[config.mk]
export PLATFORM = sky130hd
export DESIGN_NAME = i2c_master_register_sequencer_flat
export DESIGN_NICKNAME = d
export VERILOG_FILES = /design/src/rtl/core/i2cms_pkg.sv /design/src/rtl/core/i2cms_req_if.sv /design/src/rtl/core/i2cms_rsp_if.sv /design/src/rtl/core/i2cms_ram.sv /design/src/rtl/core/i2c_master_register_sequencer.sv /design/src/flat_wrapper.sv
export SDC_FILE = /design/constraint.sdc
export NUM_CORES = 1
export LEC_CHECK = 0
export BUFFER_PORTS_ARGS = -buffer_cell sky130_fd_sc_hd__buf_2
export CORE_ASPECT_RATIO = 0.5
export CORE_MARGIN = 3
export CORE_UTILIZATION = 54
export CTS_BUF_LIST = sky130_fd_sc_hd__clkbuf_16
export CTS_CLUSTER_SIZE = 14
export DETAILED_ROUTE_END_ITERATION = 16
export GPL_TIMING_DRIVEN = 0
export PLACE_DENSITY = 0.82
export SLEW_MARGIN = 10
export SYNTH_ARGS = -nofsm -noshare
export SYNTH_HDL_FRONTEND = slang
export SYNTH_HIERARCHICAL = 1
export SYNTH_SLANG_ARGS = --single-unit
[constraint.sdc]
create_clock -name clock -period 4.5 [get_ports clock]
set_input_delay 0.675 -clock clock [delete_from_list [all_inputs] [get_ports clock]]
set_output_delay 0.675 -clock clock [all_outputs]
set_load 0.1 [all_outputs]
[src/rtl/core/i2cms_pkg.sv]
// Types and constants shared by the I2C register sequencer files.
package i2cms_pkg;

   typedef enum logic [3:0] {
      PH_IDLE      = 4'd0,
      PH_ADDR      = 4'd1,
      PH_RESTARTED = 4'd2,
      PH_REP_START = 4'd3,
      PH_REG       = 4'd4,
      PH_FAIL      = 4'd6,
      PH_WRITING   = 4'd7,
      PH_STOP      = 4'd8,
      PH_READING   = 4'd9
   } phase_type;

   typedef enum logic [1:0] {
      MODE_LOAD   = 2'd0,
      MODE_BEGIN  = 2'd1,
      MODE_STATUS = 2'd2
   } mode_type;

   typedef enum logic [1:0] {
      CSR_TARGET_ADDRESS  = 2'd0,
      CSR_REGISTER_INDEX  = 2'd1,
      CSR_READ_NOT_WRITE  = 2'd2,
      CSR_TRANSFER_LENGTH = 2'd3
   } csr_index_type;

   typedef enum logic [1:0] {
      ACK_KEEP  = 2'd0,
      ACK_SET   = 2'd1,
      ACK_CLEAR = 2'd2
   } ack_type;

   // controller status codes
   localparam logic [7:0] ST_START       = 8'h08;
   localparam logic [7:0] ST_REP_START   = 8'h10;
   localparam logic [7:0] ST_ADDR_W_ACK  = 8'h18;
   localparam logic [7:0] ST_ADDR_W_NACK = 8'h20;
   localparam logic [7:0] ST_DATA_W_ACK  = 8'h28;
   localparam logic [7:0] ST_DATA_W_NACK = 8'h30;
   localparam logic [7:0] ST_ARB_LOST    = 8'h38;
   localparam logic [7:0] ST_ADDR_R_ACK  = 8'h40;
   localparam logic [7:0] ST_ADDR_R_NACK = 8'h48;
   localparam logic [7:0] ST_DATA_R_ACK  = 8'h50;
   localparam logic [7:0] ST_DATA_R_NACK = 8'h58;

   localparam int LEN_W  = 6;
   localparam int BYTE_W = 8;

   typedef struct packed {
      logic [1:0]        mode;
      logic [BYTE_W-1:0] status_code;
      logic [BYTE_W-1:0] bus_byte;
      logic [4:0]        load_index;
      logic [BYTE_W-1:0] load_byte;
   } req_type;

   typedef struct packed {
      logic [BYTE_W-1:0] send_byte;
      logic              send_valid;
      logic              request_start;
      logic              request_stop;
      logic              clear_start;
      logic              clear_interrupt;
      logic [1:0]        ack_action;
      logic [BYTE_W-1:0] received_byte;
      logic [4:0]        received_index;
      logic              received_valid;
      logic [3:0]        phase;
   } rsp_type;

endpackage

[src/rtl/core/i2cms_req_if.sv]
// Request channel: valid/ready handshake carrying one input beat.
interface i2cms_req_if;
   logic              valid;
   logic              ready;
   i2cms_pkg::req_type data;

   modport source (output valid, output data, input ready);
   modport sink (input valid, input data, output ready);
endinterface

[src/rtl/core/i2cms_rsp_if.sv]
// Response channel: valid/ready handshake carrying one result beat.
interface i2cms_rsp_if;
   logic              valid;
   logic              ready;
   i2cms_pkg::rsp_type data;

   modport source (output valid, output data, input ready);
   modport sink (input valid, input data, output ready);
endinterface

[src/rtl/core/i2cms_ram.sv]
// Generic single-write, single-read RAM with registered read data.
module i2cms_ram #(
   parameter int WIDTH = 8,
   parameter int DEPTH = 32,
   localparam int ADDR_W = (DEPTH > 1) ? $clog2(DEPTH) : 1
) (
   input  logic              clock,
   input  logic              wr_en,
   input  logic [ADDR_W-1:0] wr_addr,
   input  logic [WIDTH-1:0]  wr_data,
   input  logic [ADDR_W-1:0] rd_addr,
   output logic [WIDTH-1:0]  rd_data
);

   logic [WIDTH-1:0] mem [DEPTH];
   logic [WIDTH-1:0] rd_data_ff;

   always_ff @(posedge clock) begin
      if (wr_en) begin
         mem[wr_addr] <= wr_data;
      end
      rd_data_ff <= mem[rd_addr];
   end

   assign rd_data = rd_data_ff;

endmodule

[src/rtl/core/i2c_master_register_sequencer.sv]
// I2C master register read/write sequencer driven by controller status events.
// Takes one request beat per cycle and returns exactly one response beat for it,
// registered, on the cycle after acceptance; the request side keeps accepting
// while a response waits, as long as the response register is free or being
// drained in the same cycle. Load beats fill the write buffer, a begin beat
// raises the start request, and status beats advance the phase and tell the
// controller what to do next. The write buffer is a RAM with a registered read
// port that is kept pointed at the current byte counter, so the next data byte
// is always ready when a data-ACK status arrives. The buffer has no clearing
// pass: entries never loaded read as garbage. Configuration writes take effect
// at once and must only be issued while no transfer is in flight.
module i2c_master_register_sequencer #(
   parameter int BUFFER_DEPTH = 32
) (
   input  logic                clock,
   input  logic                reset,
   i2cms_req_if.sink           req_chan,
   i2cms_rsp_if.source         rsp_chan,
   input  logic                csr_we,
   input  logic [1:0]          csr_index,
   input  logic [7:0]          csr_data
);

   localparam int BUF_AW = (BUFFER_DEPTH > 1) ? $clog2(BUFFER_DEPTH) : 1;
   localparam int LEN_W  = i2cms_pkg::LEN_W;
   localparam int BYTE_W = i2cms_pkg::BYTE_W;

   // configuration
   logic [BYTE_W-1:0] target_address_ff;
   logic [BYTE_W-1:0] register_index_ff;
   logic              read_not_write_ff;
   logic [LEN_W-1:0]  transfer_length_ff;

   // sequencer state
   i2cms_pkg::phase_type phase_ff, phase_in;
   logic [LEN_W-1:0]     count_ff, count_in, count_inc;

   // response register
   logic                 rsp_valid_ff;
   i2cms_pkg::rsp_type   rsp_data_ff;
   i2cms_pkg::rsp_type   result;

   logic accept;

   // write buffer
   logic [BUF_AW-1:0] load_slot [32];
   logic [BUF_AW-1:0] count_slot [64];
   logic              buf_we;
   logic [BUF_AW-1:0] buf_wr_addr;
   logic [BUF_AW-1:0] buf_rd_addr;
   logic [BYTE_W-1:0] buf_rd_data;
   logic [BYTE_W-1:0] buf_byte;
   logic              byp_hit_ff, byp_hit_in;
   logic [BYTE_W-1:0] byp_data_ff;

   // index folding tables, constant at elaboration
   for (genvar g = 0; g < 32; g++) begin : g_load_slot
      assign load_slot[g] = BUF_AW'(g % BUFFER_DEPTH);
   end
   for (genvar g = 0; g < 64; g++) begin : g_count_slot
      assign count_slot[g] = BUF_AW'(g % BUFFER_DEPTH);
   end

   function automatic logic [1:0] ack_pick(input logic [LEN_W-1:0] len,
                                           input logic [LEN_W-1:0] cnt);
      logic [LEN_W:0] need;
      need = {1'b0, cnt} + (LEN_W+1)'(2);
      return ({1'b0, len} >= need) ? i2cms_pkg::ACK_SET : i2cms_pkg::ACK_CLEAR;
   endfunction

   assign req_chan.ready = !rsp_valid_ff || rsp_chan.ready;
   assign accept         = req_chan.valid && req_chan.ready;
   assign rsp_chan.valid = rsp_valid_ff;
   assign rsp_chan.data  = rsp_data_ff;

   always_ff @(posedge clock) begin
      if (reset) begin
         target_address_ff  <= '0;
         register_index_ff  <= '0;
         read_not_write_ff  <= 1'b0;
         transfer_length_ff <= '0;
      end else if (csr_we) begin
         case (csr_index)
            i2cms_pkg::CSR_TARGET_ADDRESS:  target_address_ff  <= csr_data;
            i2cms_pkg::CSR_REGISTER_INDEX:  register_index_ff  <= csr_data;
            i2cms_pkg::CSR_READ_NOT_WRITE:  read_not_write_ff  <= csr_data[0];
            i2cms_pkg::CSR_TRANSFER_LENGTH: transfer_length_ff <= csr_data[LEN_W-1:0];
            default: ;
         endcase
      end
   end

   always_ff @(posedge clock) begin
      if (reset) begin
         phase_ff <= i2cms_pkg::PH_IDLE;
         count_ff <= '0;
      end else begin
         phase_ff <= phase_in;
         count_ff <= count_in;
      end
   end

   assign count_inc = count_ff + LEN_W'(1);
   // a load in the same cycle as the read of that entry bypasses the RAM
   assign buf_byte  = byp_hit_ff ? byp_data_ff : buf_rd_data;

   always_comb begin
      phase_in = phase_ff;
      count_in = count_ff;
      buf_we   = 1'b0;
      result   = '0;
      if (accept) begin
         case (req_chan.data.mode)
            i2cms_pkg::MODE_LOAD: begin
               buf_we = 1'b1;
            end
            i2cms_pkg::MODE_BEGIN: begin
               phase_in             = i2cms_pkg::PH_IDLE;
               result.request_start = 1'b1;
            end
            i2cms_pkg::MODE_STATUS: begin
               case (req_chan.data.status_code)
                  i2cms_pkg::ST_START: begin
                     result.send_byte       = target_address_ff;
                     result.send_valid      = 1'b1;
                     result.clear_start     = 1'b1;
                     result.clear_interrupt = 1'b1;
                     count_in               = '0;
                     phase_in               = i2cms_pkg::PH_ADDR;
                  end
                  i2cms_pkg::ST_REP_START: begin
                     if (phase_ff == i2cms_pkg::PH_REP_START) begin
                        result.send_byte       = target_address_ff | BYTE_W'(1);
                        result.send_valid      = 1'b1;
                        result.clear_start     = 1'b1;
                        result.clear_interrupt = 1'b1;
                        phase_in               = i2cms_pkg::PH_RESTARTED;
                     end else begin
                        phase_in = i2cms_pkg::PH_FAIL;
                     end
                  end
                  i2cms_pkg::ST_ADDR_W_ACK: begin
                     if (phase_ff == i2cms_pkg::PH_ADDR) begin
                        result.send_byte       = register_index_ff;
                        result.send_valid      = 1'b1;
                        result.clear_interrupt = 1'b1;
                        phase_in               = i2cms_pkg::PH_REG;
                     end else begin
                        phase_in = i2cms_pkg::PH_FAIL;
                     end
                  end
                  i2cms_pkg::ST_DATA_W_NACK: begin
                     phase_in = i2cms_pkg::PH_FAIL;
                  end
                  i2cms_pkg::ST_DATA_W_ACK: begin
                     result.clear_interrupt = 1'b1;
                     if (read_not_write_ff) begin
                        result.request_start = 1'b1;
                        phase_in             = i2cms_pkg::PH_REP_START;
                     end else if (count_ff == transfer_length_ff) begin
                        result.request_stop = 1'b1;
                        phase_in            = i2cms_pkg::PH_STOP;
                     end else begin
                        result.send_byte  = buf_byte;
                        result.send_valid = 1'b1;
                        phase_in          = i2cms_pkg::PH_WRITING;
                        count_in          = count_inc;
                     end
                  end
                  i2cms_pkg::ST_ADDR_R_ACK: begin
                     if (phase_ff == i2cms_pkg::PH_RESTARTED) begin
                        result.ack_action      = ack_pick(transfer_length_ff, count_ff);
                        result.clear_interrupt = 1'b1;
                        phase_in               = i2cms_pkg::PH_READING;
                     end else begin
                        phase_in = i2cms_pkg::PH_FAIL;
                     end
                  end
                  i2cms_pkg::ST_DATA_R_ACK: begin
                     result.received_byte   = req_chan.data.bus_byte;
                     result.received_index  = count_ff[4:0];
                     result.received_valid  = 1'b1;
                     result.ack_action      = ack_pick(transfer_length_ff, count_inc);
                     result.clear_interrupt = 1'b1;
                     count_in               = count_inc;
                  end
                  i2cms_pkg::ST_DATA_R_NACK: begin
                     result.received_byte  = req_chan.data.bus_byte;
                     result.received_index = count_ff[4:0];
                     result.received_valid = 1'b1;
                     count_in              = count_inc;
                     if (count_inc == transfer_length_ff) begin
                        result.request_stop    = 1'b1;
                        result.clear_interrupt = 1'b1;
                        phase_in               = i2cms_pkg::PH_STOP;
                     end else begin
                        phase_in = i2cms_pkg::PH_FAIL;
                     end
                  end
                  // address NACK, arbitration lost and anything unknown
                  i2cms_pkg::ST_ADDR_W_NACK, i2cms_pkg::ST_ARB_LOST,
                  i2cms_pkg::ST_ADDR_R_NACK: begin
                     result.request_stop    = 1'b1;
                     result.clear_interrupt = 1'b1;
                     phase_in               = i2cms_pkg::PH_FAIL;
                  end
                  default: begin
                     result.request_stop    = 1'b1;
                     result.clear_interrupt = 1'b1;
                     phase_in               = i2cms_pkg::PH_FAIL;
                  end
               endcase
            end
            default: ;
         endcase
      end
      result.phase = phase_in;
   end

   always_ff @(posedge clock) begin
      if (reset) begin
         rsp_valid_ff <= 1'b0;
      end else if (req_chan.ready) begin
         rsp_valid_ff <= req_chan.valid;
      end
   end

   always_ff @(posedge clock) begin
      if (accept) begin
         rsp_data_ff <= result;
      end
   end

   // read port follows the counter value of the next cycle
   assign buf_wr_addr = load_slot[req_chan.data.load_index];
   assign buf_rd_addr = count_slot[count_in];
   assign byp_hit_in  = buf_we && (buf_wr_addr == buf_rd_addr);

   always_ff @(posedge clock) begin
      if (reset) begin
         byp_hit_ff <= 1'b0;
      end else begin
         byp_hit_ff <= byp_hit_in;
      end
   end

   always_ff @(posedge clock) begin
      byp_data_ff <= req_chan.data.load_byte;
   end

   i2cms_ram #(
      .WIDTH (BYTE_W),
      .DEPTH (BUFFER_DEPTH)
   ) u_write_buffer (
      .clock   (clock),
      .wr_en   (buf_we),
      .wr_addr (buf_wr_addr),
      .wr_data (req_chan.data.load_byte),
      .rd_addr (buf_rd_addr),
      .rd_data (buf_rd_data)
   );

   // a beat never both sends and receives a byte
   a_send_rx_exclusive: assert property (@(posedge clock) disable iff (reset)
      rsp_valid_ff |-> !(rsp_data_ff.send_valid && rsp_data_ff.received_valid))
      else $error("send and receive in the same response");

   // a begin beat comes back as a start request in idle
   a_begin_starts: assert property (@(posedge clock) disable iff (reset)
      (accept && req_chan.data.mode == i2cms_pkg::MODE_BEGIN) |=>
      (rsp_valid_ff && rsp_data_ff.request_start &&
       rsp_data_ff.phase == i2cms_pkg::PH_IDLE))
      else $error("begin beat did not request start");

   // start status rewinds the byte counter
   a_start_clears_count: assert property (@(posedge clock) disable iff (reset)
      (accept && req_chan.data.mode == i2cms_pkg::MODE_STATUS &&
       req_chan.data.status_code == i2cms_pkg::ST_START) |=> (count_ff == '0))
      else $error("byte counter not cleared by start");

   // fail phase never comes with a byte to send
   a_fail_quiet: assert property (@(posedge clock) disable iff (reset)
      (rsp_valid_ff && rsp_data_ff.phase == i2cms_pkg::PH_FAIL) |->
      !rsp_data_ff.send_valid)
      else $error("byte sent on failure");

endmodule
[src/flat_wrapper.sv]
// flat-port wrapper written by rule: the top's interface ports become plain ports
module i2c_master_register_sequencer_flat 
#(
   parameter int BUFFER_DEPTH = 32
)
  (clock, reset, csr_we, csr_index, csr_data, req_chan_valid, req_chan_data, req_chan_ready, rsp_chan_valid, rsp_chan_data, rsp_chan_ready);
  i2cms_req_if req_chan_i ();
  i2cms_rsp_if rsp_chan_i ();
  input  logic clock;
  input  logic reset;
  input  logic csr_we;
  input  logic [1:0] csr_index;
  input  logic [7:0] csr_data;
  input wire logic [$bits(req_chan_i.valid)-1:0] req_chan_valid;
  input wire logic [$bits(req_chan_i.data)-1:0] req_chan_data;
  output wire logic [$bits(req_chan_i.ready)-1:0] req_chan_ready;
  output wire logic [$bits(rsp_chan_i.valid)-1:0] rsp_chan_valid;
  output wire logic [$bits(rsp_chan_i.data)-1:0] rsp_chan_data;
  input wire logic [$bits(rsp_chan_i.ready)-1:0] rsp_chan_ready;
  assign req_chan_i.valid = req_chan_valid;
  assign req_chan_i.data = req_chan_data;
  assign req_chan_ready = req_chan_i.ready;
  assign rsp_chan_valid = rsp_chan_i.valid;
  assign rsp_chan_data = rsp_chan_i.data;
  assign rsp_chan_i.ready = rsp_chan_ready;
  i2c_master_register_sequencer #(.BUFFER_DEPTH(BUFFER_DEPTH)) u_core (.clock(clock), .reset(reset), .req_chan(req_chan_i), .rsp_chan(rsp_chan_i), .csr_we(csr_we), .csr_index(csr_index), .csr_data(csr_data));
endmodule
==> summary.md, run 1 <==
| Metric | Value |
|---|---|
| R2R setup slack | `between 0.3 and 0.4 ns` |
| R2R Path End | `u_core/u_write_buffer/rd_data[2]` |
| Worst-Margin Slew | `between 1 and 1.5 ns` |
| Placer congestion estimate | `0.856` |
| Fin cells | `about 1,300` |
| Biggest area consumer among synthesized cells | `edfxtp_1` |
| Place WS | `-0.604 ns` |
| Hold WC Path Type | `input port to register` |
| Part of the cycle the worst path needs | `0.927` |
| # setup viols final | `0` |
| Die H | `120 µm` |
| Max VDD drop | `between 0.0002 and 0.0003 V` |
| Final Max Tran Viols | `0` |
| CP Launch Type | `register` |
| CP Data Required Time | `slightly below 5 ns` |
| CP max stage cell | `mux4_2` |
| Clock Root Buffer | `clkbuf_16` |
| Initial antenna violation count | `4` |
| Crit. Startpoint | `u_core/count_ff[0]` |
| RSZ-0062 raised after global routing | `no` |
| CP max FO | `10` |
| Core area | `approximately 0.025 mm²` |
| Initial DRC count | `approximately 920` |
| First drt pass iteration count | `5` |
| Crit path capture type | `register` |
| Max Fclk | `between 200 and 250 MHz` |
| Asr flop ratio synth | `0` |
| Kind of critical path | `register to register` |
| Starting Density | `0.555` |
| Routed WL per cell | `roughly 26 µm` |
| Worst-Skew Late Latency | `roughly 0.57 ns` |
| Synth-to-Final Area Change | `12.4%` |
| Reg2Reg Depth | `11` |
| WL final | `approximately 33,000 µm` |
| Post-synthesis sequential area ratio | `0.687` |
| Synth top area cells | `edfxtp_1 (61%), mux4_2 (13%), dfxtp_1 (7.2%)` |
| TritonCTS clock tree | `yes` |
| IO Pins | `approximately 80` |
| CTS Sinks | `340` |
| Max Cap Violations | `0` |
| Setup Fix Bufs, Post-CTS | `0` |
| Worst hold slack | `around 0.4 ns` |
| Status | `finished clean` |
| Worst-path clk slew | `0.06 ns` |
| Routed vias | `roughly 8,000` |
| Syn Std Cell Area | `0.0141 mm²` |
| Worst path arrival time | `between 4 and 5 ns` |
| Final Hold Viols | `0` |
| Synth Register Bits | `340` |
| First-pass GRT wire length | `between 50,000 and 60,000 µm` |
| CP endpoint | `u_core/u_write_buffer/rd_data[2]` |
| Total CTS buffers | `30` |
| Die X | `235 µm` |
| H-Tree Depth | `1` |
| Largest net degree at the start of global routing | `36` |
| # port buffers | `78` |
| Worst Hold Depth | `3` |
| Layout Skew | `approximately 0.0092 ns` |
| Post-route minimum period | `approximately 4.2 ns` |
| Cell row count | `41` |
| Slew margin rel. | `0.245` |
| Dpl hpwl | `around 21,000 µm` |
| Fin worst setup slack | `0.328 ns` |
| Yosys warns | `6` |
| DRC Markers | `0` |
| Grt ovf | `0` |
| Largest delay share family, worst path | `multiplexers` |
| Fraction of layout cells with a size suffix above 1 | `0.264` |
| Number of enable flip-flop cells after synthesis | `approximately 290` |
| Vias in the first global route | `approximately 8,000` |
| Cts hold-fix bufs | `0` |
| Pwr Total | `a little over 0.006 W` |
| Cell count after synthesis | `slightly above 800` |
| Die ar. | `about 0.028 mm²` |
| Via density | `6.26` |
| Crit path cell chain | `inv_1 > ha_1 > or3_1 > nor2_1 > o21a_4 > a21oi_4 > inv_1 > buf_2 > mux4_2 > mux4_2 > mux2_2` |
| Final net count | `between 900 and 1,000` |
| Pwr dens | `roughly 390 mW/mm²` |
| RR Startpoint | `u_core/count_ff[0]` |
| Syn_area_per_cell | `approximately 17 µm²` |
| Longest Clk Path Bufs | `3` |
| Crit path depth | `11` |
| Worst path bufs/invs | `3` |
| Netlist cell types | `68` |
| Leakage power | `about 5.4 nW` |
| Area fraction of the dominant cell type after synthesis | `0.615` |
| Net Count, Synth | `~880` |
| Synth Flop Type | `edfxtp_1` |
| Dpl cells | `~1,200` |
| Routed Antenna Nets | `0` |
| GRT Total Usage | `0.238` |
| Worst path max stage delay | `0.57 ns` |
-- registers in the layout, summed over array words and instances (netlist names), named ones only --
signal and flops:
u_core/byp_data_ff 8, u_core/byp_hit_ff 1, u_core/count_ff 5, u_core/phase_ff 4, u_core/read_not_write_ff 1, u_core/register_index_ff 8
u_core/rsp_chan.data 33, u_core/rsp_chan.valid 1, u_core/target_address_ff 8, u_core/transfer_length_ff 6, u_core/u_write_buffer/mem 256, u_core/u_write_buffer/rd_data 8
-- placed cells by master (no fill, tap or decap), drive strengths merged, types with 13 or more instances in the layout --
cell type	instances
buf	96
xnor2	13
nand3	13
inv	27
mux4	80
mux2	16
nor2	81
a21oi	17
edfxtp	289
mux2i	27
dfxtp	51
and3	17
ha	18
clkbuf	55
nand2	20
-- synth_stat cells (all sizes together) (5+ instances only) --
master,instances
mux2i,27
nor2b,11
a21oi,17
xor2,8
a222oi,7
nand3b,6
ha,18
nor2,81
edfxtp,289
buf,17
inv,17
mux2,16
nand3,13
nand2,20
xnor2,13
mux4,80
a21o,8
nand2b,5
o21a,7
dfxtp,51
and3,17
clkbuf,25
-- worst reg2reg max path, stage by stage (launching register included) --
cell and delay (ns):
dfxtp_1 0.44, inv_1 0.13, ha_1 0.33, or3_1 0.43, nor2_1 0.29, o21a_4 0.24
a21oi_4 0.08, inv_1 0.38, buf_2 0.43, mux4_2 0.42, mux4_2 0.57, mux2_2 0.31
-- where the power goes --
part / internal [W] / leakage (nW) / total, W / switching, W
combinational: 0.0000641 / 1.92 / 0.000315 / 0.000251
clock: 0.00130 / 0.476 / 0.00237 / 0.00108
sequential: 0.00344 / 3.05 / 0.00346 / 0.0000124
-- through the flow --
step	area (µm²)	util	setup TNS [ns]
2_1_floorplan	14100	-	0
3_3_place_gp	14900	0.587	-4.77
3_5_place_dp	15000	0.588	-4.67
4_1_cts	15900	0.624	0
5_1_grt	15900	0.624	0
6_report	15900	0.624	0
-- how the worst min path moves through the flow --
stage                                     start                      endpoint  slack, ns
global placement    u_core/target_address_ff[5]   u_core/target_address_ff[5]       0.47
floorplan           u_core/target_address_ff[0]   u_core/target_address_ff[0]       0.46
detailed placement  u_core/register_index_ff[6]   u_core/register_index_ff[6]       0.49
global route                        csr_data[6]   u_core/register_index_ff[6]       0.37
finish                              csr_data[3]  u_core/transfer_length_ff[3]       0.40
CTS                                 csr_data[6]   u_core/register_index_ff[6]       0.38
-- layer usage --
layer  part of all wire  global-route usage
met1               0.40               0.330
met4              0.033              0.0740
met3               0.10              0.0542
met2               0.46               0.382
met5             0.0011                   0
-- final cells by class --
class,instances,area [µm²]
timing repair buffer,79,395
inverter,17,63.8
sequential,340,9700
clock inverter,19,131
antenna,1,2.50
multi-input combinational,415,4170
clock buffer,31,776
fill,1749,9570
buffer,41,200
tap,344,430
-- logic make-up after synthesis --
group | share of synthesized area
AO/OA/AOI/OAI | 0.0396
XOR/XNOR | 0.0130
multiplexers | 0.160
flip-flops | 0.687
buffers and inverters | 0.0184
AND/OR/NAND/NOR | 0.0656
adder cells (fa/ha/maj) | 0.0160
-- timing repair --
action                                  in CTS  in global routing
gates cloned                                 0                  0
endpoints found under the setup margin       8                  8
resized for setup                            5                  3
(Power assumes the default switching activity.)
==> run 2, diff against run 1 <==
- CTS_BUF_LIST: sky130_fd_sc_hd__clkbuf_16 -> default
==> summary.md, run 2 (synthesis results as in run 1) <==
| Metric | Value |
|---|---|
| First drt pass iteration count | `5 (unchanged)` |
| Total CTS buffers | `30 (unchanged)` |
| Reg with most FFs | `u_core/u_write_buffer/mem` |
| WL final | `33,100 µm (about the same)` |
| Final Core Density | `0.625 (+0.000934)` |
| Longest Clk Path Bufs | `3 (unchanged)` |
| Worst path max stage delay | `0.57 ns (about the same)` |
| Max Cap Violations | `0 (unchanged)` |
| CP max stage cell | `mux4_2` |
| # port buffers | `78 (unchanged)` |
| First-pass GRT wire length | `50,600 µm (about the same)` |
| Final Hold Viols | `0 (unchanged)` |
| GRT Total Usage | `0.238 (about the same)` |
| Placer congestion estimate | `0.856 (unchanged)` |
| Cts hold-fix bufs | `0 (unchanged)` |
| Synth-to-Final Area Change | `12.6%` |
| Routed Antenna Nets | `0 (unchanged)` |
| Largest delay share family, worst path | `multiplexers` |
| Die X | `235 µm (unchanged)` |
| Fraction of layout cells with a size suffix above 1 | `0.266 (+0.00212)` |
| # setup viols final | `0 (unchanged)` |
| Routed WL per cell | `25.7 µm (about the same)` |
| Crit path capture type | `register` |
| Leakage power | `5.42 nW (-0.47%)` |
| Worst path bufs/invs | `3 (unchanged)` |
| CP Launch Type | `register` |
| Grt ovf | `0 (unchanged)` |
| CP max FO | `10 (unchanged)` |
| Pwr dens | `390 mW/mm² (+0.79%)` |
| Final Max Tran Viols | `0 (unchanged)` |
| Slew margin rel. | `0.275 (+0.0304)` |
| Layout Skew | `0.00753 ns (-0.00164 ns)` |
| Routed vias | `8,000 (-0.63%)` |
| Vias in the first global route | `8,042 (-0.12%)` |
| Dpl hpwl | `21,300 µm (unchanged)` |
| Fill cell count | `1,740 (-0.51%)` |
| Part of the cycle the worst path needs | `0.927 (about the same)` |
| CP Data Required Time | `4.95 ns (about the same)` |
| Status | `finished clean` |
| Worst path arrival time | `4.62 ns (about the same)` |
| TritonCTS clock tree | `yes` |
| Worst-path clk slew | `0.06 ns (about the same)` |
| Initial antenna violation count | `4 (unchanged)` |
| Worst-Skew Late Latency | `0.57 ns (about the same)` |
| Setup Fix Bufs, Post-CTS | `0 (unchanged)` |
| Max VDD drop | `0.000267 V (+1.0%)` |
| CTS Sinks | `340 (unchanged)` |
| IO Pins | `81 (unchanged)` |
| Starting Density | `0.555 (unchanged)` |
| Cell row count | `41 (unchanged)` |
| RSZ-0062 raised after global routing | `no` |
| Largest net degree at the start of global routing | `36 (unchanged)` |
| Max Fclk | `240 MHz (about the same)` |
| Worst hold slack | `0.394 ns (-0.00185 ns)` |
| Core area | `0.0254 mm² (unchanged)` |
| Die H | `120 µm (unchanged)` |
| Worst-Margin Slew | `1.08 ns (-0.0455 ns)` |
| Die ar. | `0.0282 mm² (unchanged)` |
| DRC Markers | `0 (unchanged)` |
| Initial DRC count | `945 (+2.9%)` |
| Hold WC Path Type | `input port to register` |
| Crit path cell chain | `inv_1 > ha_1 > or3_1 > nor2_1 > o21a_4 > a21oi_4 > inv_1 > buf_2 > mux4_2 > mux4_2 > mux2_2` |
| H-Tree Depth | `1 (unchanged)` |
| Post-route minimum period | `4.17 ns (-0.00126 ns)` |
| Final net count | `988 (unchanged)` |
| Most common cell after layout, fill and taps aside | `edfxtp_1` |
| Max FFs per register | `256 (unchanged)` |
| Kind of critical path | `register to register` |
| Via density | `6.22 (-0.63%)` |
| Most frequent cells in the layout | `edfxtp_1 (289), buf_2 (83), nor2_1 (81), mux4_2 (80), dfxtp_1 (51)` |
| Clock Root Buffer | `clkbuf_16` |
run 2: changes by cell type in the layout (fill, tap and decap cells not counted):
cell,change
clkbuf_1,+8
inv_2,-1
inv_1,-9
clkbuf_4,+1
clkbuf_8,+2
clkinv_1,-1
run 2: per-layer routing:
metal,vias to the layer above,GRT usage,share of wire
li1,3442,-,-
met1,3992,0.328,0.39
met2,474,0.383,0.47
met3,86,0.0547,0.11
met4,6,0.0733,0.032
met5,-,0,0.0011
run 2: per-stage QoR:
stage	total power (W)	setup WS [ns]	instance area, µm²	TNS [ns]	instances
floorplan	0.00372	0.327	14100	0	814
global placement	0.00382	-0.612	14900	-4.77	1236
detailed placement	0.00384	-0.604	15000	-4.67	1237
CTS	0.00625	0.00574	15900	0	1287
global route	0.00639	0.195	15900	0	1287
finish	0.00621	0.329	15900	0	1287
run 2: worst reg2reg max path: cells and delay by family, from the launching register on:
kind	cells	cell delay [ns]
DFF	1	0.44
AOI/OAI and AO/OA	2	0.33
buffers and inverters	3	0.93
muxes	3	1.30
and+or+nand+nor	2	0.73
adders and majority gates	1	0.33
run 2: final cells by class:
type,instances,area (µm²),area share
clock inverter,8,90.1,0.00567
clock buffer,42,841,0.0529
buffer,41,200,0.0126
multi-input combinational,415,4170,0.263
sequential,340,9700,0.610
tap,344,430,0.0271
inverter,17,63.8,0.00401
antenna,1,2.50,0.000157
timing repair buffer,79,395,0.0249
run 2: path summary, 6_finish.rpt:
check / slack (ns) / end / start / cells after the start
max: 0.33 / u_core/u_write_buffer/rd_data[2] / u_core/count_ff[0] / 11
min: 0.39 / u_core/transfer_length_ff[3] / csr_data[3] / 3
max reg2reg: 0.33 / u_core/u_write_buffer/rd_data[2] / u_core/count_ff[0] / 11
min reg2reg: 0.50 / u_core/transfer_length_ff[0] / u_core/transfer_length_ff[0] / 2
run 2: where the power goes:
part	switching [W]	total (W)	internal [W]
clock network	0.00108	0.00243	0.00136
logic	0.000252	0.000316	0.0000641
registers	0.0000124	0.00346	0.00345
total	0.00134	0.00621	0.00487
run 2: timing repair:
action	in CTS	in global routing
setup endpoints to repair	8	8
hold endpoints to repair	0	0
resized for setup	5	3
==> run 3, diff against run 2 <==
- CELL_PAD_IN_SITES_DETAIL_PLACEMENT: default -> 0
- CELL_PAD_IN_SITES_GLOBAL_PLACEMENT: default -> 1
- CORE_UTILIZATION: 54 -> 33
- PLACE_DENSITY: 0.82 -> 0.64
==> summary.md, run 3 (synthesis results as in run 1) <==
| Metric | Value |
|---|---|
| Status | `finished clean` |
| Cell row count | `52 (+27%)` |
| Worst-Skew Late Latency | `0.54 ns (-0.03 ns)` |
| Die H | `152 µm (+27%)` |
| Dpl cells | `1,460 (+18%)` |
| Fill cell count | `3,759 (+120%)` |
| Fin cells | `1,520 (+18%)` |
| Initial antenna violation count | `2 (-2)` |
| Die X | `299 µm (+27%)` |
| Leakage power | `5.50 nW (+1.4%)` |
| DRC Markers | `0 (unchanged)` |
| Routed WL per cell | `21.9 µm (-15%)` |
| Cts hold-fix bufs | `0 (unchanged)` |
| Final net count | `992 (+0.40%)` |
| # setup viols final | `0 (unchanged)` |
| Max VDD drop | `0.000228 V (-15%)` |
| TritonCTS clock tree | `yes` |
| R2R setup slack | `0.43 ns (+0.10 ns)` |
| Worst-Margin Slew | `1.11 ns (+0.0294 ns)` |
| Switch Pwr | `0.00146 W (+9.2%)` |
| Diodes inserted | `0 (-1)` |
| Reg2Reg Depth | `11 (unchanged)` |
| First drt pass iteration count | `6 (+1)` |
| Grt ovf | `0 (unchanged)` |
| Total CTS buffers | `34 (+13%)` |
| Hold WC Path Type | `input port to register` |
| Max FFs per register | `256 (unchanged)` |
| CP Launch Type | `input port` |
| Longest Clk Path Bufs | `3 (unchanged)` |
| Kind of critical path | `input port to register` |
| Fraction of layout cells with a size suffix above 1 | `0.274 (+0.00742)` |
| GRT Total Usage | `0.146 (-0.0920)` |
| Crit path capture type | `register` |
| Clock Root Buffer | `clkbuf_16` |
| Min-delay src | `req_chan_valid` |
| Routed vias | `7,727 (-3.4%)` |
| Via density | `5.08 (-18%)` |
| Dpl hpwl | `22,500 µm (+5.6%)` |
| Most common cell after layout, fill and taps aside | `edfxtp_1` |
| Initial DRC count | `667 (-29%)` |
| RSZ-0062 raised after global routing | `no` |
| IO Pins | `81 (unchanged)` |
| Part of the cycle the worst path needs | `0.917 (-0.00959)` |
| Vias in the first global route | `7,926 (-1.4%)` |
| Placer congestion estimate | `0.840 (-1.9%)` |
| CTS Sinks | `340 (unchanged)` |
| Worst-path clk slew | `0.07 ns (about the same)` |
| Starting Density | `0.342 (-0.213)` |
| # port buffers | `78 (unchanged)` |
| CP max FO | `10 (unchanged)` |
| Layout Skew | `0.0282 ns (+0.0206 ns)` |
| Max Cap Violations | `0 (unchanged)` |
| Worst path arrival time | `4.52 ns (-0.10 ns)` |
| Final Max Tran Viols | `0 (unchanged)` |
| Reg with most FFs | `u_core/u_write_buffer/mem` |
| Final Core Density | `0.395 (-0.230)` |
| First-pass GRT wire length | `50,700 µm (about the same)` |
| Endpoint of the worst hold path | `u_core/rsp_chan.valid` |
| H-Tree Depth | `2 (+1)` |
| Setup Fix Bufs, Post-CTS | `0 (unchanged)` |
| Worst Hold Depth | `3 (unchanged)` |
| Max Fclk | `242 MHz (+1.0%)` |
| Synth-to-Final Area Change | `15.6%` |
| WL final | `33,300 µm (+0.64%)` |
| Most frequent cells in the layout | `edfxtp_1 (289), buf_2 (83), nor2_1 (81), mux4_2 (80), dfxtp_1 (51)` |
| Post-route minimum period | `4.13 ns (-0.0431 ns)` |
| Core area | `0.0413 mm² (+62%)` |
| Final Hold Viols | `0 (unchanged)` |
| Pint | `0.00509 W (+4.5%)` |
| RR Startpoint | `u_core/count_ff[0]` |
| Largest net degree at the start of global routing | `36 (unchanged)` |
| Slew margin rel. | `0.256 (-0.0196)` |
| Clock power share | `0.424 (+0.032)` |
| Die ar. | `0.0455 mm² (+61%)` |
| Flop pwr share | `0.528 (-0.029)` |
| R2R Path End | `u_core/u_write_buffer/rd_data[7]` |
| Routed Antenna Nets | `0 (unchanged)` |
| Pwr dens | `401 mW/mm² (+2.8%)` |
| Combinational power share | `0.048 (-0.003)` |
| CP Data Required Time | `4.89 ns (-0.06 ns)` |
| Switching Share | `0.223 (+0.00751)` |
run 3: power by group through the flow:
stage | registers, W | clock network (W) | logic [W]
5_1_grt | 0.00346 | 0.00298 | 0.000335
3_5_place_dp | 0.00353 | 0 | 0.000315
2_1_floorplan | 0.00364 | 0 | 0.0000877
3_3_place_gp | 0.00353 | 0 | 0.000309
6_report | 0.00346 | 0.00278 | 0.000313
4_1_cts | 0.00346 | 0.00285 | 0.000316
run 3: worst max path at each step:
stage,from,endpoint,slack [ns]
after floorplan,u_core/rsp_chan.valid,u_core/u_write_buffer/rd_data[0],0.33
after global placement,req_chan_data[22],u_core/u_write_buffer/rd_data[7],-0.83
after detailed placement,req_chan_data[22],u_core/u_write_buffer/rd_data[7],-0.79
after CTS,req_chan_data[22],u_core/u_write_buffer/rd_data[7],0.04
after global routing,u_core/count_ff[0],u_core/u_write_buffer/rd_data[7],0.18
final,req_chan_data[22],u_core/u_write_buffer/rd_data[7],0.37
run 3: final cells by class:
| cell class | count | area [µm²] | share of cell area |
|---|---|---|---|
| Clock inverter | 22 | 209 | 0.0128 |
| Timing Repair Buffer | 79 | 395 | 0.0242 |
| Tap cell | 567 | 709 | 0.0435 |
| Inverter | 17 | 63.8 | 0.00391 |
| Clock buffer | 39 | 870 | 0.0533 |
| Sequential cell | 340 | 9700 | 0.594 |
| Multi-Input combinational cell | 415 | 4170 | 0.256 |
| Buffer | 41 | 200 | 0.0123 |
run 3: timing repair:
action                     in CTS  in global routing
setup endpoints to repair       8                  8
hold endpoints to repair        0                  0
gates resized for setup         6                  1
run 3: critical path: stages:
cell      delay, ns
buf_2          0.11
or4_4          0.53
buf_6          0.16
or3_4          0.37
or3_4          0.40
o21a_4         0.24
a21oi_4        0.20
inv_1          0.24
clkbuf_2       0.36
mux4_2         0.39
mux4_2         0.53
mux2_2         0.30
run 3: layer usage:
| metal | up-vias | share of wire | track usage |
|---|---|---|---|
| li1 | 3453 | - | - |
| met1 | 4007 | 0.46 | 0.208 |
| met2 | 215 | 0.46 | 0.228 |
| met3 | 48 | 0.060 | 0.0263 |
| met4 | 4 | 0.021 | 0.0414 |
| met5 | - | 0.00063 | 0 |
run 3: metrics by stage:
step / instance area (µm²) / hold slack (ns) / worst slack (ns) / setup TNS (ns) / power (W)
4_1_cts: 16300 / 0.393 / 0.0445 / 0 / 0.00662
5_1_grt: 16300 / 0.408 / 0.176 / 0 / 0.00678
3_3_place_gp: 15200 / 0.477 / -0.826 / -13.58 / 0.00384
6_report: 16300 / 0.412 / 0.372 / 0 / 0.00655
2_1_floorplan: 14100 / 0.460 / 0.327 / 0 / 0.00372
3_5_place_dp: 15200 / 0.487 / -0.791 / -6.19 / 0.00384
